File: src/rtl/core/gta_pkg.sv
// Package for the trip accumulator: widths, CORDIC constants and angle table.
// No dependencies.
package gta_pkg;
  localparam int CordicIters = 30;
  localparam logic signed [33:0] GainInv = 34'sd652032874;
  localparam logic signed [33:0] Q30One = 34'sd1073741824;
  localparam logic [31:0] QuarterUnits = 32'd1800000000;
  localparam logic [32:0] HalfUnits = 33'd3600000000;
  localparam logic signed [30:0] LatLimit = 31'sd900000000;
  localparam logic [32:0] DistMult = 33'd4775785734;
  localparam logic [39:0] TotalMax = 40'hFF_FFFF_FFFF;
  localparam logic [23:0] Acc24Max = 24'hFF_FFFF;

  typedef logic signed [33:0] cval_t;

  function automatic logic [30:0] atan_lookup(input logic [4:0] idx);
    logic [30:0] v;
    case (idx)
      5'd0: v = 31'd900000000;  5'd1: v = 31'd531301024;  5'd2: v = 31'd280724869;
      5'd3: v = 31'd142500327;  5'd4: v = 31'd71526687;   5'd5: v = 31'd35798212;
      5'd6: v = 31'd17903474;   5'd7: v = 31'd8952283;    5'd8: v = 31'd4476210;
      5'd9: v = 31'd2238114;    5'd10: v = 31'd1119058;   5'd11: v = 31'd559529;
      5'd12: v = 31'd279765;    5'd13: v = 31'd139882;    5'd14: v = 31'd69941;
      5'd15: v = 31'd34971;     5'd16: v = 31'd17485;     5'd17: v = 31'd8743;
      5'd18: v = 31'd4371;      5'd19: v = 31'd2186;      5'd20: v = 31'd1093;
      5'd21: v = 31'd546;       5'd22: v = 31'd273;       5'd23: v = 31'd137;
      5'd24: v = 31'd68;        5'd25: v = 31'd34;        5'd26: v = 31'd17;
      5'd27: v = 31'd9;         5'd28: v = 31'd4;         5'd29: v = 31'd2;
      default: v = 31'd0;
    endcase
    return v;
  endfunction

  // command to the shared CORDIC unit
  typedef struct packed {
    logic        start;
    logic        vec_mode;
    cval_t       x0;
    cval_t       y0;
    logic signed [33:0] z0;
  } cordic_cmd_t;

  typedef struct packed {
    logic        done;
    cval_t       x;
    cval_t       y;
    logic signed [33:0] z;
  } cordic_rsp_t;

  typedef struct packed {
    logic        start;
    logic [61:0] radicand;
  } sqrt_cmd_t;

  typedef struct packed {
    logic        done;
    logic [30:0] root;
  } sqrt_rsp_t;

  typedef struct packed {
    logic        start;
    logic [31:0] dividend;
    logic [23:0] divisor;
  } div_cmd_t;

  typedef struct packed {
    logic        done;
    logic [31:0] quotient;
  } div_rsp_t;
endpackage

File: src/rtl/core/gta_div.sv
// Restoring divider for the speed quotient, one quotient bit per cycle.
// Depends on gta_pkg.
module gta_div (
  input  logic              clk,
  input  logic              rst_n,
  input  gta_pkg::div_cmd_t cmd,
  output gta_pkg::div_rsp_t rsp
);
  import gta_pkg::*;

  logic [31:0] q_r;
  logic [24:0] rem_r;
  logic [23:0] d_r;
  logic [4:0] n_r;
  logic busy_r, done_r;
  logic [24:0] sh;

  assign sh = {rem_r[23:0], q_r[31]};

  always_ff @(posedge clk) begin
    if (!rst_n) begin
      busy_r <= 1'b0;
      done_r <= 1'b0;
    end else begin
      done_r <= 1'b0;
      if (cmd.start) begin
        busy_r <= 1'b1;
        q_r <= cmd.dividend;
        d_r <= cmd.divisor;
        rem_r <= '0;
        n_r <= '0;
      end else if (busy_r) begin
        if (sh >= {1'b0, d_r}) begin
          rem_r <= sh - {1'b0, d_r};
          q_r <= {q_r[30:0], 1'b1};
        end else begin
          rem_r <= sh;
          q_r <= {q_r[30:0], 1'b0};
        end
        n_r <= n_r + 5'd1;
        if (n_r == 5'd31) begin
          busy_r <= 1'b0;
          done_r <= 1'b1;
        end
      end
    end
  end

  assign rsp.done = done_r;
  assign rsp.quotient = q_r;
endmodule

File: config.mk
export PLATFORM = sky130hd
export DESIGN_NAME = gta_div
export DESIGN_NICKNAME = d
export VERILOG_FILES = /design/src/rtl/core/gta_pkg.sv /design/src/rtl/core/gta_div.sv
export SDC_FILE = /design/constraint.sdc
export NUM_CORES = 1
export LEC_CHECK = 0
export BUFFER_PORTS_ARGS = -buffer_cell sky130_fd_sc_hd__buf_2
export CELL_PAD_IN_SITES_DETAIL_PLACEMENT = 0
export CELL_PAD_IN_SITES_GLOBAL_PLACEMENT = 1
export CORE_UTILIZATION = 40
export CTS_CLUSTER_DIAMETER = 150
export DETAILED_ROUTE_END_ITERATION = 6
export PLACE_DENSITY_LB_ADDON = 0.1
export SLEW_MARGIN = 10
export SYNTH_ARGS = -nofsm -noshare
export SYNTH_HDL_FRONTEND = slang
export SYNTH_SLANG_ARGS = --single-unit
File: constraint.sdc
create_clock -name clk -period 2.5 [get_ports clk]
set_input_delay 0.25 -clock clk [delete_from_list [all_inputs] [get_ports clk]]
set_output_delay 0.25 -clock clk [all_outputs]
set_load 0.02 [all_outputs]
==> results.md <==
- Routed vias: 3,961
- Synth-to-Final Area Change: 41.7%
- Critical Path Max Stage Delay: 0.46 ns
- Max cap viols: 0
- Post-layout min period: 2.73 ns
- Synth Area in Adders: 6.92%
- Setup_tns: -1.32 ns
- RSZ-0062 raised after global routing: true
- Pin count of the biggest net entering global routing: 38
- EDFF count, synth: 85
- Cell internal pwr: 3470 µW
- Hold Path Class: input port to flip-flop
- Yosys top cell by area: edfxtp_1
- CP arrival: 2.93 ns
- GPL Wtd Cong: 0.827
- Die height: 114 µm
- Failing checks: negative setup slack
- Placed wire-length estimate: 8880 µm
- Htree depth: 3
- Die Area: 12,900 µm²
- Routed vias/inst: 5.06
- Clock power share: 30.7%
- Pleak: 0.00288 µW
- Comb pwr share: 32.0%
- Global-route usage over all layers: 19.5%
- Setup ws final: -0.228 ns
- Share of the synthesized area in the top cell type: 51.1%
- Total iterations of the first detailed-routing run: 4
- Most frequent cell after synthesis: edfxtp_1
- Post-DP Area: 6130 µm²
- Number of port buffers: 91
- Core box area: 12,100 µm²
- WL/cell: 15.8 µm
- Power density over cell area: 691 nW/µm²
- Reg power frac: 37.3%
- Io pins: 92
- NetSw: 1420 µW
- Skew-Pair Late Insertion Delay: 0.35 ns
- Library cells used by synthesis: 55
- Initial core utilization: 41.2%
- Post-layout util: 58.4%
- Synthesis Warnings: 0
- Most used DFF post-synth: edfxtp_1
- Setup CP Type: flip-flop to flip-flop
- Skew final: 0.00886 ns
- Mux cell area share after synthesis: 8.42%
- Worst vdd ir: 403 µV
- Post-CTS Hold Fix Bufs: 0
- Clock root cell: clkbuf_16
- Initial DRC Count: 172
- Status: complete, but fails checks
- Initial antenna violation count: 0
- Final cell area excluding filler cells: 7070 µm²
- # diodes: 0
- Number of CTS-inserted buffers: 9
- Vias in the first global route: 3,910
- Synthesized area per cell: 11.4 µm²
- Sw frac: 29.0%
- Simple-Gate Fraction of Synth Area: 11.4%
- Worst-Margin Slew: 0.523 ns
- Post-Syn Instances: 438
- Total grt overflow: 0
- Worst rel slew slack: 65.1%
- Final net count: 696
- CP startpoint kind: flip-flop
- Element type at the critical path end: flip-flop
- Max stage delay cell, worst path: or4_1
- Clk sink count: 87
- Routed Antenna Nets: 0
- Post-synth ARST share: 0%
- Netlist Area Pre-Place: 4990 µm²
- Largest family of logic cells by synthesized area: compound AO/OA/AOI/OAI gates
- Post-synth top cells: edfxtp_1 (85), a21oi_1 (36), inv_1 (32), mux2_2 (32), nand2_1 (29)
- Die X: 114 µm
- Final Hold Fails: 0
- Synth Net Count: 524
- Seq/Total Area, Yosys: 51.9%
- XOR/XNOR Fraction of Synth Area: 3.16%
- Clk slew on worst S/H paths: 0.06 ns
- CTS tree: yes
- Slew Viols, Final: 0
- Req. time, crit path: 2.70 ns
- Yosys reg bits: 87
- Compound-Gate Fraction of Synth Area: 13.9%
- Ranking of synthesized cells by area: edfxtp_1 (51%), mux2_2 (7.2%), ha_1 (6.5%)
- Layout cells sized above 1: 49.3%
- Crit Path Max Fanout: 2
- Max Freq: 367 MHz
- First-pass GRT wire length: 19,300 µm
- Filler Cells Inserted: 1,067
- Final setup fails: 21
- Final wirelength: 12,300 µm
- Drt drc: 0
- Rows: 40
- Power Total: 4890 µW
- Post-route clock period utilization: 109%
- Critical Path, Cell by Cell: ha_4 > fa_2 > and2b_2 > o21bai_4 > a2111o_1 > and3_4 > or4_1 > a41o_1 > mux2i_1
- Clk buf depth: 2
[stage by stage]
step / setup slack (ns) / std cells / hold WS [ns]
3_5_place_dp: -0.220 / 749 / 0.428
4_1_cts: -0.202 / 772 / 0.0635
2_1_floorplan: -0.305 / 438 / 0.349
3_3_place_gp: -0.229 / 749 / 0.426
6_report: -0.228 / 783 / 0.0745
5_1_grt: -0.332 / 783 / 0.0614
[cell type report]
type | count | area [µm²] | share of cell area, %
timing repair buffer | 180 | 1200 | 17.0
inverter | 33 | 124 | 1.75
sequential | 87 | 2590 | 36.6
tap | 168 | 210 | 2.97
clock inverter | 4 | 77.6 | 1.10
clock buffer | 12 | 256 | 3.63
multi-input combinational | 299 | 2610 | 36.9
[kinds of logic after synthesis]
| family | count (synthesis) |
|---|---|
| xor+xnor | 18 |
| buf+inv | 52 |
| flops | 87 |
| compound gates | 103 |
| fa+ha+maj | 27 |
| mux | 38 |
| simple gates | 113 |
[final timing paths]
check,start,endpoint,slack (ns),cells after the start
min,cmd[23],d_r[23],0.07,1
max reg2reg,d_r[0],rem_r[20],-0.23,9
max,d_r[0],rem_r[20],-0.23,9
min reg2reg,busy_r,done_r,0.53,1
[metal layers]
| metal | GRT usage, % | routed length, µm |
|---|---|---|
| met2 | 31.5 | 6080 |
| met4 | 8.77 | 242 |
| met3 | 3.67 | 477 |
| met1 | 25.5 | 5540 |
| met5 | 0 | 0 |
[state kept, by name (all words and copies together), names as in the netlist]
register,flops
q_r,32
d_r,24
rem_r,24
n_r,5
busy_r,1
done_r,1
[power by group through the flow]
stage | Sequential [µW] | Combinational [µW] | Clock, µW
after detailed placement | 1840 | 1280 | 0
final | 1830 | 1560 | 1500
after CTS | 1820 | 1360 | 1540
after floorplan | 1880 | 749 | 0
after global placement | 1840 | 1260 | 0
after global routing | 1840 | 1700 | 1600
[worst max-delay path, delay by kind of cell, from the launching register on]
kind / cells / cell delay (ns)
AND/OR/NAND/NOR: 3 / 0.90
AO/OA/AOI/OAI: 3 / 0.64
adder cells (fa/ha/maj): 2 / 0.52
flip-flops: 1 / 0.42
multiplexers: 1 / 0.11
[cells in the final DEF (no fill, tap or decap), types with 4 or more instances in the layout]
cell / n
buf_2: 91
xor2_1: 5
xnor2_1: 12
nand3_2: 7
o31ai_1: 5
o211ai_1: 4
o21ai_1: 5
nand3_1: 7
nand4_1: 8
o21ai_0: 11
mux2i_1: 6
a21oi_2: 14
mux2_2: 31
and4_1: 4
inv_1: 30
buf_6: 14
nor2_1: 23
edfxtp_1: 85
nor3_1: 5
nand2_1: 28
ha_4: 13
ha_1: 12
nor2b_1: 6
clkbuf_16: 9
buf_4: 73
a21oi_1: 22
a31oi_1: 4
[timing repair]
action,in CTS,in global routing
buffers inserted,7,12
pin swaps,7,23
endpoints found under the setup margin,25,25
resized for setup,29,65
Power figures use the tool's default switching activity.
