<file path="config.mk">
export PLATFORM = sky130hd
export DESIGN_NAME = gta_cordic
export DESIGN_NICKNAME = d
export VERILOG_FILES = /design/src/rtl/core/gta_pkg.sv /design/src/rtl/core/gta_cordic.sv
export SDC_FILE = /design/constraint.sdc
export NUM_CORES = 1
export LEC_CHECK = 0
export BUFFER_PORTS_ARGS = -buffer_cell sky130_fd_sc_hd__buf_2
export CORE_MARGIN = 2
export CORE_UTILIZATION = 56
export DETAILED_ROUTE_END_ITERATION = 12
export PLACE_DENSITY = 0.9
export SLEW_MARGIN = 20
export SYNTH_ARGS = -nofsm -noshare
export SYNTH_HDL_FRONTEND = slang
export SYNTH_SLANG_ARGS = --single-unit
export TNS_END_PERCENT = 5
</file>
<file path="constraint.sdc">
create_clock -name clk -period 5.1 [get_ports clk]
set_clock_uncertainty 0.2 [all_clocks]
set_input_delay 1.02 -clock clk [delete_from_list [all_inputs] [get_ports clk]]
set_output_delay 1.02 -clock clk [all_outputs]
set_load 0.02 [all_outputs]
</file>
<file path="src/rtl/core/gta_pkg.sv">
// Package for the trip accumulator: widths, CORDIC constants and angle table.
// No dependencies.
package gta_pkg;
  localparam int CordicIters = 30;
  localparam logic signed [33:0] GainInv = 34'sd652032874;
  localparam logic signed [33:0] Q30One = 34'sd1073741824;
  localparam logic [31:0] QuarterUnits = 32'd1800000000;
  localparam logic [32:0] HalfUnits = 33'd3600000000;
  localparam logic signed [30:0] LatLimit = 31'sd900000000;
  localparam logic [32:0] DistMult = 33'd4775785734;
  localparam logic [39:0] TotalMax = 40'hFF_FFFF_FFFF;
  localparam logic [23:0] Acc24Max = 24'hFF_FFFF;

  typedef logic signed [33:0] cval_t;

  function automatic logic [30:0] atan_lookup(input logic [4:0] idx);
    logic [30:0] v;
    case (idx)
      5'd0: v = 31'd900000000;  5'd1: v = 31'd531301024;  5'd2: v = 31'd280724869;
      5'd3: v = 31'd142500327;  5'd4: v = 31'd71526687;   5'd5: v = 31'd35798212;
      5'd6: v = 31'd17903474;   5'd7: v = 31'd8952283;    5'd8: v = 31'd4476210;
      5'd9: v = 31'd2238114;    5'd10: v = 31'd1119058;   5'd11: v = 31'd559529;
      5'd12: v = 31'd279765;    5'd13: v = 31'd139882;    5'd14: v = 31'd69941;
      5'd15: v = 31'd34971;     5'd16: v = 31'd17485;     5'd17: v = 31'd8743;
      5'd18: v = 31'd4371;      5'd19: v = 31'd2186;      5'd20: v = 31'd1093;
      5'd21: v = 31'd546;       5'd22: v = 31'd273;       5'd23: v = 31'd137;
      5'd24: v = 31'd68;        5'd25: v = 31'd34;        5'd26: v = 31'd17;
      5'd27: v = 31'd9;         5'd28: v = 31'd4;         5'd29: v = 31'd2;
      default: v = 31'd0;
    endcase
    return v;
  endfunction

  // command to the shared CORDIC unit
  typedef struct packed {
    logic        start;
    logic        vec_mode;
    cval_t       x0;
    cval_t       y0;
    logic signed [33:0] z0;
  } cordic_cmd_t;

  typedef struct packed {
    logic        done;
    cval_t       x;
    cval_t       y;
    logic signed [33:0] z;
  } cordic_rsp_t;

  typedef struct packed {
    logic        start;
    logic [61:0] radicand;
  } sqrt_cmd_t;

  typedef struct packed {
    logic        done;
    logic [30:0] root;
  } sqrt_rsp_t;

  typedef struct packed {
    logic        start;
    logic [31:0] dividend;
    logic [23:0] divisor;
  } div_cmd_t;

  typedef struct packed {
    logic        done;
    logic [31:0] quotient;
  } div_rsp_t;
endpackage

</file>
<file path="src/rtl/core/gta_cordic.sv">
// Shared CORDIC unit, one micro-rotation per cycle, rotation or vectoring.
// Depends on gta_pkg.
module gta_cordic (
  input  logic                 clk,
  input  logic                 rst_n,
  input  gta_pkg::cordic_cmd_t cmd,
  output gta_pkg::cordic_rsp_t rsp
);
  import gta_pkg::*;

  cval_t x_r, y_r, x_nxt, y_nxt, dx, dy;
  logic signed [33:0] z_r, z_nxt, at;
  logic [4:0] i_r;
  logic busy_r, mode_r, dir, done_r;

  always_comb begin
    dx = y_r >>> i_r;
    dy = x_r >>> i_r;
    at = 34'(signed'({1'b0, atan_lookup(i_r)}));
    dir = mode_r ? (y_r > 0) : ~z_r[33];
    if (mode_r) begin
      x_nxt = dir ? x_r + dx : x_r - dx;
      y_nxt = dir ? y_r - dy : y_r + dy;
      z_nxt = dir ? z_r + at : z_r - at;
    end else begin
      x_nxt = dir ? x_r - dx : x_r + dx;
      y_nxt = dir ? y_r + dy : y_r - dy;
      z_nxt = dir ? z_r - at : z_r + at;
    end
  end

  always_ff @(posedge clk) begin
    if (!rst_n) begin
      busy_r <= 1'b0;
      done_r <= 1'b0;
    end else begin
      done_r <= 1'b0;
      if (cmd.start) begin
        busy_r <= 1'b1;
        i_r <= '0;
        mode_r <= cmd.vec_mode;
        x_r <= cmd.x0; y_r <= cmd.y0; z_r <= cmd.z0;
      end else if (busy_r) begin
        x_r <= x_nxt; y_r <= y_nxt; z_r <= z_nxt;
        i_r <= i_r + 5'd1;
        if (i_r == 5'(CordicIters - 1)) begin
          busy_r <= 1'b0;
          done_r <= 1'b1;
        end
      end
    end
  end

  assign rsp.done = done_r;
  assign rsp.x = x_r;
  assign rsp.y = y_r;
  assign rsp.z = z_r;
endmodule

</file>
==> impl_metrics.json, run 1 <==
{
  "final_antenna_net_count": 0,
  "cts_tree": "built",
  "wl_per_cell_um": 20.98,
  "die_w_um": 193.1,
  "worstMarginPinSlew_ns": 1.005,
  "firstDrtPassIters": 8,
  "cp-start-kind": "flip-flop",
  "grt_pass1_wl_um": 111100,
  "rows": 69,
  "drt_iter0_markers": 2441,
  "drive_gt1_frac": 0.2509,
  "route.detailed.drc": 0,
  "clockBufferDepth": 2,
  "dp_hpwl_um": 53150,
  "ios": 209,
  "synth_top_area_share": 0.1620,
  "cp-end-kind": "flip-flop",
  "drv_cap": 0,
  "layout_setup_ws_ns": -0.2234,
  "violations": "setup timing",
  "syn_area_sq_mm": 0.02002,
  "crit_buf_inv": 5,
  "core_area_sq_mm": 0.03540,
  "drv_slew": 0,
  "grt_usage": 0.3756,
  "hold_violations": 0,
  "intPower_uw": 4944,
  "status": "finished with violations",
  "place_area_sq_mm": 0.02323,
  "cts-htree-levels": 4,
  "crit_top_cell": "buf_4",
  "period_needed_ns": 5.323,
  "hold_depth": 2,
  "grt_overflow_total": 0,
  "swShare": 0.4820,
  "ys.flop_type": "edfxtp_1",
  "vias_per_cell": 6.449,
  "rrSetupSlack_ns": -0.22,
  "critPathSlowestCell": "o41a_1",
  "p_switching_uw": 4600,
  "port_buffers": 208,
  "hold_class": "reg2reg",
  "synthCells": 2639,
  "vias": 22370,
  "clkTransAtPathRegs_ns": 0.08,
  "max_stage_delay_ns": 0.47,
  "syn_to_final_growth_pct": 23.33,
  "clk_latency_ns": 0.48,
  "cts_buffers": 17,
  "routabilityCongestion": 0.9985,
  "reg2regPathDepth": 24,
  "path_delay_family": "compound AO/OA/AOI/OAI gates",
  "seq_power_share": 0.175,
  "finalPower_uw": 9543,
  "final-seq-area_sq_mm": 0.003884,
  "yosysTopAreaCell": "edfxtp_1",
  "hold_end": "done_r",
  "setup_violations": 15,
  "arrival_ns": 5.32,
  "power.share.clock": 0.138,
  "crit_path_max_fanout": 9,
  "fp.dieH_um": 193.1,
  "power_leakage_uw": 0.01104,
  "crit_chain": "buf_12, buf_16, buf_4, buf_4, nor2_2, nand2_1, a21oi_1, a21oi_2, nand2_1, o21ai_0, mux2_4, ha_4, nand2b_4, a311oi_4, a211oi_4, a41oi_2, o211ai_1, and3b_1, o41a_1, buf_4, a2111oi_4, a221oi_2, xor2_1, o21ai_1",
  "start_util": 0.5657,
  "synth_warnings": 0,
  "numClockSinks": 140,
  "slew_headroom": 0.3299,
  "yosysSeqAreaShare": 0.1940,
  "totalWireLength_um": 72760,
  "antenna_found_initial": 6,
  "hold_start": "busy_r",
  "cellPowerDensity_mw_per_mm2": 386.4,
  "synth_area_per_cell_sq_um": 7.588,
  "combPwrFrac": 0.686,
  "rr_startpoint": "i_r[0]",
  "die_area_sq_mm": 0.03729,
  "timing.fmax_ghz": 0.1879,
  "final_cell_area_sq_mm": 0.02470,
  "holdBufCountCts": 0,
  "yosys.cell_types.count": 85,
  "syn_nets": 2963,
  "worstPathRequired_ns": 5.10,
  "grt_setup_unrepaired": "yes",
  "vdd_drop_max_mv": 0.2816,
  "multiInputGateArea_sq_mm": 0.01538,
  "timing.rr.end": "y_r[23]",
  "synth_edf_count": 108,
  "netlist_top_cells_area": "edfxtp_1 16%, ha_1 13%, a21oi_1 6.8%",
  "final_nets": 3316,
  "fin_crit_sh": 1.044,
  "synth_seq_cells": 140,
  "async_flop_share": 0,
  "nFillCells": 2883,
  "crit_type": "reg2reg",
  "root_buffer": "clkbuf_16",
  "grt_max_degree": 116,
  "grt_pass1_vias": 21120
}
-- worst register-to-register path, delay by kind of cell (launching register included) --
family / cells / cell delay, ns
AO/OA/AOI/OAI: 11 / 2.18
XOR/XNOR: 1 / 0.18
adder cells (fa/ha/maj): 1 / 0.30
buffers and inverters: 5 / 0.80
flip-flops: 1 / 0.43
multiplexers: 1 / 0.34
AND/OR/NAND/NOR: 5 / 0.62
-- per-stage QoR --
step	util	hold WS, ns	worst slack, ns	instances	setup TNS, ns
floorplan	-	0.2733	0.03352	2639	0
global placement	0.6562	0.2992	-0.1958	3416	-1.407
detailed placement	0.6562	0.3208	-0.2877	3416	-3.056
CTS	0.6828	0.3318	-0.1059	3458	-0.6569
global route	0.6976	0.3752	-0.4689	3466	-6.076
finish	0.6977	0.3337	-0.2234	3468	-1.640
-- cell usage in the layout, fill, tap and decap left out, types with 10 or more instances in the layout --
| master | n |
|---|---|
| nor2b_1 | 23 |
| nor3_1 | 49 |
| a21o_1 | 43 |
| nor2_1 | 230 |
| clkbuf_16 | 20 |
| buf_4 | 275 |
| a31oi_1 | 18 |
| o21a_1 | 41 |
| o21bai_1 | 33 |
| and3_1 | 22 |
| mux4_2 | 36 |
| nand2b_1 | 38 |
| o21ai_0 | 191 |
| nand4_1 | 11 |
| o31ai_1 | 21 |
| o21ai_1 | 29 |
| mux2i_1 | 56 |
| o21ai_2 | 11 |
| buf_12 | 13 |
| nand3_1 | 34 |
| inv_1 | 190 |
| xnor2_1 | 78 |
| buf_2 | 207 |
| nand2_1 | 304 |
| o31ai_2 | 10 |
| nor4_1 | 20 |
| o211ai_1 | 30 |
| dfxtp_1 | 32 |
| a21oi_2 | 20 |
| a211oi_1 | 32 |
| xor2_1 | 25 |
| a21oi_1 | 252 |
| edfxtp_1 | 108 |
| mux2i_2 | 12 |
| mux2_2 | 50 |
| ha_1 | 200 |
-- routing by layer --
layer / vias up / track usage / share of wire
met5: - / 0 / 0.00087
met4: 10 / 0.1909 / 0.059
met3: 331 / 0.06824 / 0.093
met2: 1388 / 0.6306 / 0.46
met1: 10430 / 0.4615 / 0.38
li1: 10210 / - / -
-- worst max path at each step --
stage	from	end	slack, ns	cells after the start
CTS	i_r[0]	y_r[23]	-0.11	23
detailed placement	i_r[0]	x_r[32]	-0.29	21
global route	i_r[0]	y_r[23]	-0.47	24
finish	i_r[0]	y_r[23]	-0.22	24
global placement	i_r[0]	y_r[32]	-0.20	18
floorplan	i_r[0]	x_r[28]	0.03	23
-- state kept, by name (all words and copies together), names as in the netlist --
register  count
x_r          34
done_r        1
at           30
mode_r        1
busy_r        1
i_r           5
z_r          34
y_r          34
-- repair_timing --
action,CTS,global route
setup endpoints to repair,25,40
pin swaps,16,29
cloned,2,3
gates resized for setup,56,110
buffers inserted,8,5
hold endpoints to repair,0,0
-- power by group through the flow --
stage                     clock network, uW  registers (uW)  logic, uW
after floorplan                           0            1810       3800
after global placement                    0            1680       5780
after detailed placement                  0            1680       5910
after CTS                              1330            1660       6100
after global routing                   1380            1690       7060
final                                  1320            1670       6550
-- logic make-up after synthesis --
kind of cell             count (synthesis)  synth area share
AO/OA/AOI/OAI                          863            0.2701
AND/OR/NAND/NOR                        786            0.1751
buffers and inverters                  365           0.06923
adder cells (fa/ha/maj)                218            0.1385
multiplexers                           164            0.1081
flip-flops                             140            0.1940
XOR/XNOR                               103           0.04505
-- synthesized netlist by cell type, types with 43 or more instances --
master / instances
a21oi_1: 274
ha_1: 212
inv_1: 191
edfxtp_1: 108
nand2_1: 305
mux2i_1: 70
nor2_1: 232
o21ai_0: 224
xnor2_1: 78
clkbuf_1: 137
mux2_2: 58
nor3_1: 49
a21o_1: 43
-- area by class of cell --
cell class,count,area share
clock inverter,15,0.006738
multi-input combinational,2134,0.6229
inverter,197,0.03004
timing repair buffer,502,0.1423
antenna,2,0.0002027
tap,461,0.02336
sequential,140,0.1573
clock buffer,17,0.01723
Power figures use the tool's default switching activity.
==> run 2, diff against run 1 <==
- ABC_AREA: not set -> 1
- CORE_UTILIZATION: 56 -> 57
- PLACE_DENSITY: 0.9 -> 0.91
==> impl_metrics.json, run 2 <==
{
  "largestRegisters": "x_r x34, y_r x34, z_r x34",
  "clkTransAtPathRegs_ns": 0.08,
  "grt_pass1_wl_um": 147200,
  "grt_setup_unrepaired": "no",
  "syn_area_sq_mm": 0.02369,
  "yosys.cell_types.count": 54,
  "crit_buf_inv": 4,
  "slew_headroom": 0.3724,
  "core_area_sq_mm": 0.04092,
  "start_util": 0.5789,
  "synth_common_cells": "1415 x nand2_1, 533 x inv_1, 411 x nand3_1, 340 x nor2_1, 248 x a21oi_1",
  "cts_buffers": 17,
  "synth_edf_count": 108,
  "critPathSlowestCell": "o21ai_0",
  "drv_cap": 0,
  "antenna_found_initial": 5,
  "cts_resized": 0,
  "dp_hpwl_um": 78430,
  "setup_violations": 0,
  "synthCells": 4209,
  "final_antenna_net_count": 0,
  "power_leakage_uw": 0.01339,
  "netlist_top_cells_area": "nand2_1 22%, edfxtp_1 14%, ha_1 11%",
  "crit_chain": "inv_2, buf_4, nand2_1, nand3_1, o21a_1, nand2_1, o21ai_1, o21ai_1, o21bai_1, o21ai_1, inv_2, ha_1, nor2_1, nand2_1, inv_1, nand2_1, o21ai_0, nand2_1, nand2_1, nand2_1, nand3_1, nand2_1, nand2_1, nand2_1",
  "crit_top_cell": "nand2_1",
  "fp.dieH_um": 207.9,
  "synth_top_area_share": 0.2242,
  "yosysSeqAreaShare": 0.1639,
  "reg2regPathDepth": 24,
  "layout_commonest_cell": "nand2_1",
  "cts-htree-levels": 4,
  "period_needed_ns": 4.658,
  "crit_type": "reg2reg",
  "numClockSinks": 140,
  "ys.flop_type": "edfxtp_1",
  "synth_most_common_cell": "nand2_1",
  "cellPowerDensity_mw_per_mm2": 425.5,
  "timing.setup.tns_ns": 0,
  "cp_num_cells": 24,
  "rows": 74,
  "vias": 28760,
  "grt_max_degree": 88,
  "path_delay_family": "compound AO/OA/AOI/OAI gates",
  "syn_to_final_growth_pct": 7.732,
  "yosysTopAreaCell": "nand2_1",
  "clk_latency_ns": 0.52,
  "root_buffer": "clkbuf_16",
  "ios": 209,
  "wl_per_cell_um": 19.87,
  "totalWireLength_um": 96620,
  "fin_crit_sh": 0.9133,
  "pre_cts_ws_ns": 0.6008,
  "hold_depth": 2,
  "async_flop_share": 0,
  "layout_setup_ws_ns": 0.4419,
  "cp-end-kind": "flip-flop",
  "drt_iter0_markers": 3938,
  "worstMarginPinSlew_ns": 0.9414,
  "drive_gt1_frac": 0.07810,
  "holdBufCountCts": 0,
  "final_nets": 4639,
  "routabilityCongestion": 1.092,
  "crit_path_max_fanout": 29,
  "cp-start-kind": "flip-flop",
  "port_buffers": 208,
  "finalPower_uw": 10860,
  "drv_slew": 0,
  "clockBufferDepth": 2,
  "synth_seq_cells": 140,
  "nFillCells": 4245,
  "hold_violations": 0,
  "cts_tree": "built",
  "multiInputGateArea_sq_mm": 0.01692,
  "grt_pass1_vias": 26300,
  "grt_overflow_total": 0,
  "synth_area_per_cell_sq_um": 5.629,
  "route.detailed.drc": 0,
  "timing.fmax_ghz": 0.2147,
  "worstPathRequired_ns": 5.16,
  "grt_usage": 0.4351,
  "die_area_sq_mm": 0.04321,
  "status": "complete, no violations",
  "layout_common_cells": "1415 x nand2_1, 532 x inv_1, 411 x nand3_1",
  "syn_nets": 4533,
  "synth_warnings": 0,
  "vdd_drop_max_mv": 0.4056,
  "final-seq-area_sq_mm": 0.003884,
  "firstDrtPassIters": 6,
  "die_w_um": 207.9,
  "cts_setup_buffers": 0,
  "vias_per_cell": 5.916,
  "arrival_ns": 4.72,
  "max_stage_delay_ns": 0.64,
  "hold_class": "reg2reg"
}
==> run 2: per-layer routing <==
layer | up-vias | global-route usage | part of all wire
li1 | 13830 | - | -
met1 | 12940 | 0.5615 | 0.40
met2 | 1702 | 0.6850 | 0.43
met3 | 283 | 0.09924 | 0.11
met4 | 6 | 0.2115 | 0.054
met5 | - | 0 | 0.00041
==> run 2: cell families (layout without fill, tap and decap cells) <==
logic type	count (synthesis)	count (layout)	synth area share
other	0	2	0
buffers and inverters	729	848	0.1222
AO/OA/AOI/OAI	759	759	0.1724
flip-flops	140	140	0.1639
adder cells (fa/ha/maj)	218	218	0.1170
XOR/XNOR	60	60	0.02218
AND/OR/NAND/NOR	2286	2286	0.3950
multiplexers	17	17	0.007182
==> run 2: per-stage QoR <==
stage	area, sq um	instances	utilization	hold slack (ns)
2_1_floorplan	23690	4209	-	0.2858
3_3_place_gp	24970	4828	0.6101	0.3148
3_5_place_dp	24970	4828	0.6101	0.3146
4_1_cts	25520	4860	0.6235	0.3294
5_1_grt	25520	4861	0.6236	0.3554
6_report	25520	4862	0.6237	0.3364
==> run 2: path summary, 6_finish.rpt <==
| check | from | end | slack [ns] |
|---|---|---|---|
| worst max-delay path | i_r[0] | x_r[29] | 0.44 |
| worst min-delay path | busy_r | done_r | 0.34 |
| worst max register to register | i_r[0] | x_r[29] | 0.44 |
| worst min register to register | busy_r | done_r | 0.34 |
==> run 2: tightest hold or removal path: stages (launching register included) <==
cell     delay, ns
dfxtp_1       0.31
nand3_1       0.11
nor2_1        0.06
==> run 2: report_power, final <==
| group | internal (uW) | total [uW] | switching [uW] |
|---|---|---|---|
| clock network | 636 | 1290 | 654 |
| registers | 1500 | 1820 | 311 |
| logic | 2320 | 7750 | 5440 |
==> run 2: cell type report <==
class / count / area share
clock buffer: 17 / 0.01667
multi-input combinational: 3340 / 0.6628
antenna: 2 / 0.0001961
timing repair buffer: 244 / 0.05294
tap: 532 / 0.02608
sequential: 140 / 0.1522
clock inverter: 15 / 0.004951
inverter: 572 / 0.08417
