--- config.mk ---
export PLATFORM = sky130hd
export DESIGN_NAME = gta_sqrt
export DESIGN_NICKNAME = d
export VERILOG_FILES = /design/src/rtl/core/gta_pkg.sv /design/src/rtl/core/gta_sqrt.sv
export SDC_FILE = /design/constraint.sdc
export NUM_CORES = 1
export LEC_CHECK = 0
export BUFFER_PORTS_ARGS = -buffer_cell sky130_fd_sc_hd__buf_2
export CAP_MARGIN = 0
export CELL_PAD_IN_SITES_DETAIL_PLACEMENT = 1
export CELL_PAD_IN_SITES_GLOBAL_PLACEMENT = 1
export CORE_ASPECT_RATIO = 1.75
export CORE_UTILIZATION = 42
export DETAILED_ROUTE_END_ITERATION = 10
export PLACE_DENSITY = 0.86
export SYNTH_ARGS = -nofsm -noshare
export SYNTH_HDL_FRONTEND = slang
export SYNTH_SLANG_ARGS = --single-unit
--- constraint.sdc ---
create_clock -name clk -period 3.8 [get_ports clk]
set_input_delay 0.38 -clock clk [delete_from_list [all_inputs] [get_ports clk]]
set_output_delay 0.38 -clock clk [all_outputs]
set_load 0.005 [all_outputs]
--- src/rtl/core/gta_pkg.sv ---
// Package for the trip accumulator: widths, CORDIC constants and angle table.
// No dependencies.
package gta_pkg;
  localparam int CordicIters = 30;
  localparam logic signed [33:0] GainInv = 34'sd652032874;
  localparam logic signed [33:0] Q30One = 34'sd1073741824;
  localparam logic [31:0] QuarterUnits = 32'd1800000000;
  localparam logic [32:0] HalfUnits = 33'd3600000000;
  localparam logic signed [30:0] LatLimit = 31'sd900000000;
  localparam logic [32:0] DistMult = 33'd4775785734;
  localparam logic [39:0] TotalMax = 40'hFF_FFFF_FFFF;
  localparam logic [23:0] Acc24Max = 24'hFF_FFFF;

  typedef logic signed [33:0] cval_t;

  function automatic logic [30:0] atan_lookup(input logic [4:0] idx);
    logic [30:0] v;
    case (idx)
      5'd0: v = 31'd900000000;  5'd1: v = 31'd531301024;  5'd2: v = 31'd280724869;
      5'd3: v = 31'd142500327;  5'd4: v = 31'd71526687;   5'd5: v = 31'd35798212;
      5'd6: v = 31'd17903474;   5'd7: v = 31'd8952283;    5'd8: v = 31'd4476210;
      5'd9: v = 31'd2238114;    5'd10: v = 31'd1119058;   5'd11: v = 31'd559529;
      5'd12: v = 31'd279765;    5'd13: v = 31'd139882;    5'd14: v = 31'd69941;
      5'd15: v = 31'd34971;     5'd16: v = 31'd17485;     5'd17: v = 31'd8743;
      5'd18: v = 31'd4371;      5'd19: v = 31'd2186;      5'd20: v = 31'd1093;
      5'd21: v = 31'd546;       5'd22: v = 31'd273;       5'd23: v = 31'd137;
      5'd24: v = 31'd68;        5'd25: v = 31'd34;        5'd26: v = 31'd17;
      5'd27: v = 31'd9;         5'd28: v = 31'd4;         5'd29: v = 31'd2;
      default: v = 31'd0;
    endcase
    return v;
  endfunction

  // command to the shared CORDIC unit
  typedef struct packed {
    logic        start;
    logic        vec_mode;
    cval_t       x0;
    cval_t       y0;
    logic signed [33:0] z0;
  } cordic_cmd_t;

  typedef struct packed {
    logic        done;
    cval_t       x;
    cval_t       y;
    logic signed [33:0] z;
  } cordic_rsp_t;

  typedef struct packed {
    logic        start;
    logic [61:0] radicand;
  } sqrt_cmd_t;

  typedef struct packed {
    logic        done;
    logic [30:0] root;
  } sqrt_rsp_t;

  typedef struct packed {
    logic        start;
    logic [31:0] dividend;
    logic [23:0] divisor;
  } div_cmd_t;

  typedef struct packed {
    logic        done;
    logic [31:0] quotient;
  } div_rsp_t;
endpackage

--- src/rtl/core/gta_sqrt.sv ---
// Bit-serial integer square root, one result bit per cycle.
// Depends on gta_pkg.
module gta_sqrt (
  input  logic               clk,
  input  logic               rst_n,
  input  gta_pkg::sqrt_cmd_t cmd,
  output gta_pkg::sqrt_rsp_t rsp
);
  import gta_pkg::*;

  logic [61:0] rem_r;
  logic [30:0] root_r;
  logic [4:0] n_r;
  logic busy_r, done_r;
  logic [32:0] trial;

  always_comb begin
    trial = {root_r, 2'b01};
  end

  // remainder kept as a separate partial value
  logic [32:0] part_r;
  logic [32:0] part_sh;
  always_comb part_sh = {part_r[30:0], rem_r[61:60]};

  always_ff @(posedge clk) begin
    if (!rst_n) begin
      busy_r <= 1'b0;
      done_r <= 1'b0;
    end else begin
      done_r <= 1'b0;
      if (cmd.start) begin
        busy_r <= 1'b1;
        rem_r <= cmd.radicand;
        root_r <= '0;
        part_r <= '0;
        n_r <= '0;
      end else if (busy_r) begin
        rem_r <= {rem_r[59:0], 2'b00};
        if (part_sh >= trial) begin
          part_r <= part_sh - trial;
          root_r <= {root_r[29:0], 1'b1};
        end else begin
          part_r <= part_sh;
          root_r <= {root_r[29:0], 1'b0};
        end
        n_r <= n_r + 5'd1;
        if (n_r == 5'd30) begin
          busy_r <= 1'b0;
          done_r <= 1'b1;
        end
      end
    end
  end

  assign rsp.done = done_r;
  assign rsp.root = root_r;
endmodule

==> qor.yml, run 1 <==
outcome:
  outcome: "finished clean"
layout:
  diodes: 0
  drive_gt1_share_pct: 28.6
  multiInputGateArea_um2: 3130
  stdcell_count: 954
  areaGrowthSynthToFinish_pct: 17.7
  regArea_um2: 3910
  n_fill_cell: 1847
  final_core_utilization_pct: 50.6
  fin_nets: 814
cts:
  cts_sinks: 131
  cts_tree: "done"
  cts_setup_buffers: 0
  path_clk_slew_ns: 0.06
  h-tree-depth: 4
  clock_path_buffers: 2
  cts-resized-gates: 0
  cts_made_buffers: 17
  ctsHoldBuffers: 0
  insertion_delay_ns: 0.43
  clockRootBuffer: "clkbuf_16"
power:
  internal_power_w: 0.00306
  p_leak_nw: 3.45
  switching_power_w: 0.00125
  combPwrFrac_pct: 20.4
  ir_worst_vdd_uv: 422
  p_per_area_nw_per_um2: 500
  power.clock.fraction_pct: 38.4
  swShare_pct: 29.0
  pwr-share-seq_pct: 41.2
global_routing:
  grt_pass1_wl_um: 30000
  overflow: 0
  grt_usage_pct: 22.4
  antenna_found_initial: 0
  grt_max_degree: 130
  first_global_vias: 5955
drt:
  post-route-drc-count: 0
  ant_nets: 0
  routed_wl_um: 18700
  num_vias: 5258
  drtIter0Drc: 227
  wl_per_cell_um: 19.6
  viasPerCell: 5.51
  drtPass1Iterations: 5
critical_path:
  cp_slowest_cell: "ha_1"
  critPathKind: "flip-flop to flip-flop"
  arrival_ns: 3.22
  cp.required_ns: 3.96
  critPathCaptureType: "flip-flop"
  path_max_fanout: 18
  worst_path_largest_cell_delay_ns: 0.46
  critPathLaunchType: "flip-flop"
  path_cells: "ha_1, nand2_1, o21ai_0, a21oi_1, a21oi_4, a211oi_2, o21ai_2, buf_4, mux2i_1, nor2_1"
place:
  dp_slack_ns: 0.763
  hpwl_um: 13200
  dp.cells: 922
  portBuffers: 96
  gp_congestion: 0.889
sta:
  setup_viol: 0
  max_slew_margin_pct: 59.0
  hold_viol: 0
  slew_viol_final: 0
  fin_crit_sh_pct: 80.7
  setup_slack_ns: 0.735
  rsz0062_at_grt: "false"
  min_period_ns: 3.07
  tns_ns: 0
  tightest_slew_ns: 0.616
  max_freq_mhz: 326
  finClkSkew_ns: 0.00645
synth:
  syn-num-nets: 718
  synth_seq_cells: 131
  ys_seq_area_share_pct: 53.5
  synth_edf_count: 129
  ys.flop_type: "edfxtp_1"
  async_flop_share_pct: 0
  syn_inst: 618
  ys_warn_count: 0
  post_synth_num_cell_types: 60
  avgSynthCellArea_um2: 11.8
  synthesis.area_um2: 7320
die:
  num_rows: 63
  ios: 97
  dieHeight_um: 177
  core_area_um2: 17000
  die_area_um2: 18000
  start_util_pct: 43.0
  dieWidth_um: 102
job:
  cap_violations: 0
worst_hold_path:
  min_path_type: "input port to flip-flop"
[Yosys cell counts (all sizes together), types with 8 or more instances]
cell	count	area share (%)
ha	35	6.0
a21oi	28	2.1
nor3	10	0.68
nor2	85	4.4
nand3	9	0.62
edfxtp	129	53
xnor2	18	2.2
mux2	60	9.2
o21ai	21	1.5
a21o	8	0.82
inv	40	2.1
a211oi	9	1.1
nand2	23	1.2
xor2	11	1.3
nand4	9	0.77
buf	16	1.3
mux2i	22	3.0
clkbuf	9	0.46
[metal layers]
metal	up-vias	part of all wire [%]	GRT usage, %
met4	0	3.4	11.2
met2	167	57	43.0
li1	2463	-	-
met3	54	4.7	5.49
met1	2574	35	21.3
met5	-	0	0
[final timing paths]
path,from,to,slack (ns),cells after the start
min reg2reg,busy_r$_SDFF_PN0_,done_r$_SDFF_PP0_,0.51,1
max,part_r[5]$_SDFFCE_PP0P_,part_r[5]$_SDFFCE_PP0P_,0.73,10
min,rst_n,done_r$_SDFF_PP0_,0.24,2
max reg2reg,part_r[5]$_SDFFCE_PP0P_,part_r[5]$_SDFFCE_PP0P_,0.73,10
[layout by cell type (no fill, tap or decap), types with 4 or more instances in the layout]
| cell type | instances |
|---|---|
| a21o_1 | 8 |
| o21bai_1 | 4 |
| or3_1 | 4 |
| nand2_1 | 23 |
| buf_2 | 95 |
| o21a_1 | 6 |
| edfxtp_1 | 129 |
| clkbuf_16 | 17 |
| inv_1 | 40 |
| nor2_1 | 84 |
| nand3_1 | 9 |
| inv_6 | 4 |
| o31ai_1 | 4 |
| a21oi_1 | 27 |
| nor2b_1 | 7 |
| and2_1 | 4 |
| xor2_1 | 11 |
| nand4_1 | 9 |
| a211oi_1 | 6 |
| o21ai_0 | 19 |
| nor3_1 | 10 |
| mux2_2 | 60 |
| buf_4 | 5 |
| ha_1 | 35 |
| xnor2_1 | 18 |
| mux2i_1 | 22 |
| and3_1 | 5 |
[final cells by class]
class / instances / share of cell area [%]
sequential: 131 / 45.4
inverter: 40 / 1.74
clock buffer: 17 / 4.94
tap: 227 / 3.30
clock inverter: 15 / 1.80
multi-input combinational: 422 / 36.4
timing repair buffer: 102 / 6.42
[critical path: cells and delay by family (launching register included)]
| family | cells | cell delay, ns |
|---|---|---|
| and+or+nand+nor | 2 | 0.20 |
| muxes | 1 | 0.31 |
| buffers and inverters | 1 | 0.33 |
| AOI/OAI and AO/OA | 5 | 1.08 |
| DFF | 1 | 0.40 |
| adders and majority gates | 1 | 0.46 |
[power groups by stage]
stage / clock [W] / combinational (W) / sequential [W]
after global placement: 0 / 0.000826 / 0.00180
after detailed placement: 0 / 0.000862 / 0.00180
after floorplan: 0 / 0.000634 / 0.00179
final: 0.00166 / 0.000878 / 0.00178
after global routing: 0.00174 / 0.000959 / 0.00179
after CTS: 0.00167 / 0.000880 / 0.00178
[stage by stage]
stage,hold slack [ns],power (W),area (um^2)
after floorplan,0.454,0.00243,7320
after global placement,0.517,0.00262,8030
after detailed placement,0.514,0.00267,8030
after CTS,0.227,0.00433,8610
after global routing,0.228,0.00448,8610
final,0.236,0.00431,8610
[flip-flops by register name (all words and copies together) (netlist names)]
name,cells
part_r,31
n_r,5
rem_r,62
root_r,31
done_r,1
busy_r,1
[logic make-up (layout without fill, tap and decap cells)]
family	count (synthesis)	after routing	synth area share [%]
flip-flops	131	131	53.5
adder cells (fa/ha/maj)	35	35	5.98
XOR/XNOR	29	29	3.47
AO/OA/AOI/OAI	105	105	10.1
buffers and inverters	65	174	3.83
AND/OR/NAND/NOR	171	171	10.9
multiplexers	82	82	12.2
Power figures use the tool's default switching activity.
==> run 2: changes to the inputs <==
ABC_AREA = 1   (was unset)
CORE_UTILIZATION = 44   (was 42)
PLACE_DENSITY = 0.92   (was 0.86)
clock period = 2.9 ns   (was 3.8 ns; I/O delays follow)
==> qor.yml, run 2 <==
critical_path:
  cp.required_ns: 3.10  # -0.86 ns
  critPathCaptureType: "flip-flop"
  cp_slowest_cell: "ha_1"
  arrival_ns: 2.82  # -0.40 ns
  path_delay_family: "simple AND/OR/NAND/NOR gates"
  path_cells: "ha_1, nand2_1, nor2_2, nand2_1, nor2_2, nand2_1, nand3_2, nor2_4, nand2_8, inv_4, nor2_1, nor2_1"
  crit_buf_inv: 1  # unchanged
  critPathLaunchType: "flip-flop"
  worst_path_largest_cell_delay_ns: 0.44  # -0.02 ns
  path_max_fanout: 22  # +4
  critPathKind: "flip-flop to flip-flop"
  cpMostUsedCell: "nand2_1"
cts:
  clock_path_buffers: 2  # unchanged
  cts_tree: "done"
  insertion_delay_ns: 0.45  # +0.02 ns
  clockRootBuffer: "clkbuf_16"
  ctsHoldBuffers: 0  # unchanged
  path_clk_slew_ns: 0.07  # about the same
  cts-resized-gates: 0  # unchanged
  h-tree-depth: 4  # unchanged
  cts_sinks: 131  # unchanged
  cts_setup_buffers: 0  # unchanged
  cts_made_buffers: 17  # unchanged
layout:
  regArea_um2: 3910  # unchanged
  largest_reg_flops: 62  # unchanged
  drive_gt1_share_pct: 13.1  # -16 points
  fin_nets: 1285  # +58%
  areaGrowthSynthToFinish_pct: 15.7
  final_core_utilization_pct: 52.4  # +1.8 points
  final_cell_area_um2: 9540  # +11%
  layout_commonest_cell: "nand2_1"
  top_regs: "rem_r x62, part_r x31, root_r x31"
  mostFrequentLayoutCells: "nand2_1, inv_1, nor2_1"
  regMostFlops: "rem_r"
  n_fill_cell: 2331  # +26%
  multiInputGateArea_um2: 3560  # +14%
  diodes: 0  # unchanged
global_routing:
  grt_usage_pct: 28.7  # +6.3 points
  grt_max_degree: 100  # -23%
  grt-busiest-layer: "met2"
  grt_use_met3_pct: 5.58  # +0.090 points
  first_global_vias: 8614  # +45%
  met2_usage_pct: 56.1  # +13 points
  grt_util_met1_pct: 25.8  # +4.5 points
  antenna_found_initial: 0  # unchanged
  grt_pass1_wl_um: 42000  # +40%
  overflow: 0  # unchanged
synth:
  syn-num-nets: 1192  # +66%
  post_synth_num_cell_types: 33  # -45%
  syn_inst: 1092  # +77%
  synth_most_common_cell: "nand2_1"
  avgSynthCellArea_um2: 7.56  # -36%
  ys.flop_type: "edfxtp_1"
  synth_common_cells: "nand2_1, inv_1, nor2_1"
  yosys.area.top_type: "edfxtp_1"
  synthTopCellsByArea: "edfxtp_1, nand2_1, inv_1, nor2_1, ha_1"
  synthesis.area_um2: 8250  # +13%
  post-synth-top-area-fraction_pct: 47.0  # -6.0 points
  synth_seq_cells: 131  # unchanged
  async_flop_share_pct: 0  # unchanged
  ys_seq_area_share_pct: 47.4  # -6.0 points
  synth_edf_count: 129  # unchanged
  ys_warn_count: 0  # unchanged
sta:
  finClkSkew_ns: 0.0143  # +0.00789 ns
  max_slew_margin_pct: 31.5  # -27 points
  rsz0062_at_grt: "false"
  setup_viol: 0  # unchanged
  setup_slack_ns: 0.280  # -0.455 ns
  slew_viol_final: 0  # unchanged
  max_freq_mhz: 382  # +17%
  tns_ns: 0  # unchanged
  fin_crit_sh_pct: 90.3  # +9.7 points
  tightest_slew_ns: 1.03  # +0.411 ns
  min_period_ns: 2.62  # -0.445 ns
  hold_viol: 0  # unchanged
drt:
  post-route-drc-count: 0  # unchanged
  drtIter0Drc: 300  # +32%
  drtPass1Iterations: 5  # unchanged
  viasPerCell: 5.18  # -6.0%
  wl_per_cell_um: 18.2  # -7.3%
  num_vias: 7422  # +41%
  routed_wl_um: 26000  # +39%
  ant_nets: 0  # unchanged
place:
  hpwl_um: 18200  # +38%
  gp_congestion: 0.982  # +10%
  place_area_um2: 8970  # +12%
  portBuffers: 96  # unchanged
  dp_slack_ns: 0.349  # -0.414 ns
die:
  num_rows: 65  # +3.2%
  dieWidth_um: 106  # +3.7%
  die_area_um2: 19300  # +7.5%
  start_util_pct: 45.3  # +2.3 points
  ios: 97  # unchanged
  dieHeight_um: 183  # +3.7%
  core_area_um2: 18200  # +7.0%
power:
  swShare_pct: 33.3  # +4.4 points
  p_per_area_nw_per_um2: 613  # +22%
  internal_power_w: 0.00390  # +27%
  power.clock.fraction_pct: 37.1  # -1.3 points
  power_w: 0.00585  # +36%
  switching_power_w: 0.00195  # +56%
  combPwrFrac_pct: 23.0  # +2.6 points
  p_leak_nw: 4.93  # +43%
  ir_worst_vdd_uv: 458  # +8.6%
  pwr-share-seq_pct: 39.8  # -1.4 points
outcome:
  outcome: "finished clean"
job:
  cap_violations: 0  # unchanged
worst_hold_path:
  min_path_type: "input port to flip-flop"
run 2: cell types whose count changed after synthesis, sizes merged, moves of 17 or more:
cell	previous run	this run
nand3b	1	23
inv	40	167
mux2i	22	0
o21ai	21	4
nand3	9	31
mux2	60	0
nand2	23	474
nor2	85	138
run 2: logic make-up after synthesis:
family                   count (synthesis)  synth area share, %
AO/OA/AOI/OAI                           27                 1.74
XOR/XNOR                                17                 1.80
buffers and inverters                  196                 9.55
adder cells (fa/ha/maj)                 35                 5.31
AND/OR/NAND/NOR                        686                 34.2
flip-flops                             131                 47.4
run 2: layout make-up:
cell class	instances	area share [%]
inverter	167	6.62
timing repair buffer	103	6.00
clock buffer	17	4.46
tap	234	3.07
clock inverter	15	1.55
sequential	131	41.0
multi-input combinational	765	37.3
run 2: per-layer routing:
metal,part of all wire [%],up-vias
li1,-,3559
met3,3.8,103
met2,56,214
met5,0,-
met1,34,3546
met4,6.4,0
run 2: final timing paths:
path,start,endpoint,slack [ns],cells after the start
setup reg to reg,part_r[19]$_SDFFCE_PP0P_,part_r[7]$_SDFFCE_PP0P_,0.28,12
hold / removal,cmd[1],rem_r[1]$_SDFFCE_PN0P_,0.11,3
hold reg to reg,rem_r[15]$_DFFE_PP_,rem_r[17]$_DFFE_PP_,0.51,2
setup / recovery,part_r[19]$_SDFFCE_PP0P_,part_r[7]$_SDFFCE_PP0P_,0.28,12
run 2: worst reg2reg max path: cells and delay by family (launching register included):
kind | cells | cell delay [ns]
buffers and inverters | 1 | 0.15
DFF | 1 | 0.42
adders and majority gates | 1 | 0.44
and+or+nand+nor | 10 | 1.35
run 2: power groups by stage:
| stage | clock [W] | combinational (W) | sequential [W] |
|---|---|---|---|
| after floorplan | 0 | 0.000916 | 0.00235 |
| after global placement | 0 | 0.00125 | 0.00236 |
| after detailed placement | 0 | 0.00130 | 0.00236 |
| after CTS | 0.00219 | 0.00135 | 0.00233 |
| after global routing | 0.00223 | 0.00150 | 0.00234 |
| final | 0.00217 | 0.00135 | 0.00233 |
run 2: through the flow:
step | cells | hold slack (ns)
finish | 1432 | 0.108
global route | 1432 | 0.120
CTS | 1432 | 0.105
detailed placement | 1400 | 0.501
global placement | 1400 | 0.495
floorplan | 1092 | 0.463
==> run 3: changes to the inputs <==
HOLD_SLACK_MARGIN = 0.08   (was unset)
PLACE_DENSITY = unset   (was 0.92)
PLACE_DENSITY_LB_ADDON = 0.15   (was unset)
==> qor.yml, run 3 (synthesis results as in run 2) <==
outcome:
  outcome: "finished clean"
drt:
  wl_per_cell_um: 16.5  # -9.4%
  routed_wl_um: 23600  # -9.4%
  ant_nets: 0  # unchanged
  drtIter0Drc: 207  # -31%
  num_vias: 7179  # -3.3%
  post-route-drc-count: 0  # unchanged
  drtPass1Iterations: 4  # -1
  viasPerCell: 5.01  # -3.3%
cts:
  cts_tree: "done"
  ctsHoldBuffers: 0  # unchanged
  cts_sinks: 131  # unchanged
  cts-resized-gates: 0  # unchanged
  cts_setup_buffers: 0  # unchanged
  h-tree-depth: 4  # unchanged
  clockRootBuffer: "clkbuf_16"
  path_clk_slew_ns: 0.06  # about the same
  insertion_delay_ns: 0.43  # -0.02 ns
  clock_path_buffers: 2  # unchanged
  cts_made_buffers: 17  # unchanged
worst_hold_path:
  min_from: "cmd[0]"
  min_path_type: "input port to flip-flop"
  hold_path_depth: 3  # unchanged
  holdPathEnd: "rem_r[0]$_SDFFCE_PN0P_"
layout:
  n_fill_cell: 2371  # +1.7%
  areaGrowthSynthToFinish_pct: 15.2
  top_regs: "rem_r x62, part_r x31, root_r x31"
  multiInputGateArea_um2: 3560  # unchanged
  layout_commonest_cell: "nand2_1"
  final_core_utilization_pct: 52.2  # -0.23 points
  diodes: 0  # unchanged
  regMostFlops: "rem_r"
  drive_gt1_share_pct: 13.0  # -0.083 points
  mostFrequentLayoutCells: "nand2_1, inv_1, nor2_1"
  fin_nets: 1285  # unchanged
  regArea_um2: 3910  # unchanged
  largest_reg_flops: 62  # unchanged
sta:
  tightest_slew_ns: 0.645  # -0.382 ns
  max_freq_mhz: 395  # +3.6%
  hold_slack_ns: 0.129  # +0.0207 ns
  slew_viol_final: 0  # unchanged
  max_slew_margin_pct: 57.0  # +25 points
  rsz0062_at_grt: "false"
  setup_viol: 0  # unchanged
  min_period_ns: 2.53  # -0.0903 ns
  hold_viol: 0  # unchanged
  fin_crit_sh_pct: 87.2  # -3.1 points
  finClkSkew_ns: 0.00943  # -0.00492 ns
global_routing:
  grt_usage_pct: 26.2  # -2.5 points
  grt_max_degree: 98  # -2.0%
  antenna_found_initial: 0  # unchanged
  grt_pass1_wl_um: 38500  # -8.2%
  first_global_vias: 7868  # -8.7%
  overflow: 0  # unchanged
die:
  dieHeight_um: 183  # unchanged
  core_area_um2: 18200  # unchanged
  die_area_um2: 19300  # unchanged
  start_util_pct: 45.3  # unchanged
  ios: 97  # unchanged
  dieWidth_um: 106  # unchanged
  num_rows: 65  # unchanged
critical_path:
  critPathKind: "flip-flop to flip-flop"
  rr_startpoint: "part_r[19]$_SDFFCE_PP0P_"
  critPathLaunchType: "flip-flop"
  path_max_fanout: 22  # unchanged
  arrival_ns: 2.71  # -0.11 ns
  critPathCaptureType: "flip-flop"
  r2r_slack_ns: 0.37  # +0.09 ns
  timing.rr.end: "part_r[25]$_SDFFCE_PP0P_"
  cp.required_ns: 3.08  # -0.02 ns
  reg2regPathDepth: 12  # unchanged
power:
  p_leak_nw: 4.92  # -0.23%
  power_w: 0.00570  # -2.5%
  p_per_area_nw_per_um2: 600  # -2.0%
  ir_worst_vdd_uv: 432  # -5.6%
place:
  gp_congestion: 0.926  # -5.7%
  portBuffers: 96  # unchanged
  hpwl_um: 17500  # -3.4%
job:
  cap_violations: 0  # unchanged
==> run 3: cell types whose count changed in the layout (fill, tap and decap cells not counted), sizes merged <==
cell	previous run	this run
clkbuf	17	18
clkinvlp	4	3
clkinv	3	5
inv	174	172
==> run 3: power breakdown <==
part / leakage [nW] / total, W / switching, W / internal (W)
Sequential: 1.27 / 0.00233 / 0.0000618 / 0.00226
Combinational: 3.39 / 0.00130 / 0.000876 / 0.000425
Clock: 0.266 / 0.00208 / 0.000888 / 0.00119
Total: 4.92 / 0.00570 / 0.00183 / 0.00388
==> run 3: final cells by class <==
cell class	instances	share of cell area, %
clock inverter	14	1.34
inverter	167	6.65
tap	234	3.08
clock buffer	18	4.52
multi-input combinational	765	37.5
timing repair buffer	103	5.77
sequential	131	41.2
==> run 3: worst max-delay path by stage <==
stage / start / to / slack (ns)
detailed placement: part_r[19]$_SDFFCE_PP0P_ / part_r[25]$_SDFFCE_PP0P_ / 0.37
finish: part_r[19]$_SDFFCE_PP0P_ / part_r[25]$_SDFFCE_PP0P_ / 0.37
global placement: part_r[18]$_SDFFCE_PP0P_ / part_r[25]$_SDFFCE_PP0P_ / 0.39
floorplan: cmd[62] / n_r[0]$_SDFFCE_PP0P_ / -0.27
CTS: part_r[19]$_SDFFCE_PP0P_ / part_r[25]$_SDFFCE_PP0P_ / 0.35
global route: root_r[4]$_SDFFCE_PP0P_ / part_r[9]$_SDFFCE_PP0P_ / 0.21
==> run 3: routing by layer <==
layer | routed length [um] | global-route usage, % | part of all wire (%)
met2 | 13200 | 51.5 | 56
met3 | 571 | 4.37 | 2.4
met4 | 1170 | 14.6 | 5.0
met5 | 0 | 0 | 0
met1 | 8610 | 25.2 | 37
==> run 3: critical path, stage by stage, from the launching register on <==
cell	delay, ns
edfxtp_1	0.42
ha_1	0.40
nand2_1	0.16
nor2_2	0.25
nand2_1	0.12
nor2_2	0.20
nand2_1	0.09
nand3_2	0.09
nor2_4	0.06
nand2_8	0.15
inv_4	0.15
nor2_1	0.16
nor2_1	0.05
==> run 3: through the flow <==
stage          TNS [ns]  cells  setup slack, ns  cell area (um^2)
6_report              0   1432            0.370              9500
5_1_grt               0   1432            0.211              9500
4_1_cts               0   1432            0.352              9500
3_5_place_dp          0   1400            0.370              8950
3_3_place_gp          0   1400            0.393              8950
2_1_floorplan    -34.85   1092           -0.269              8300
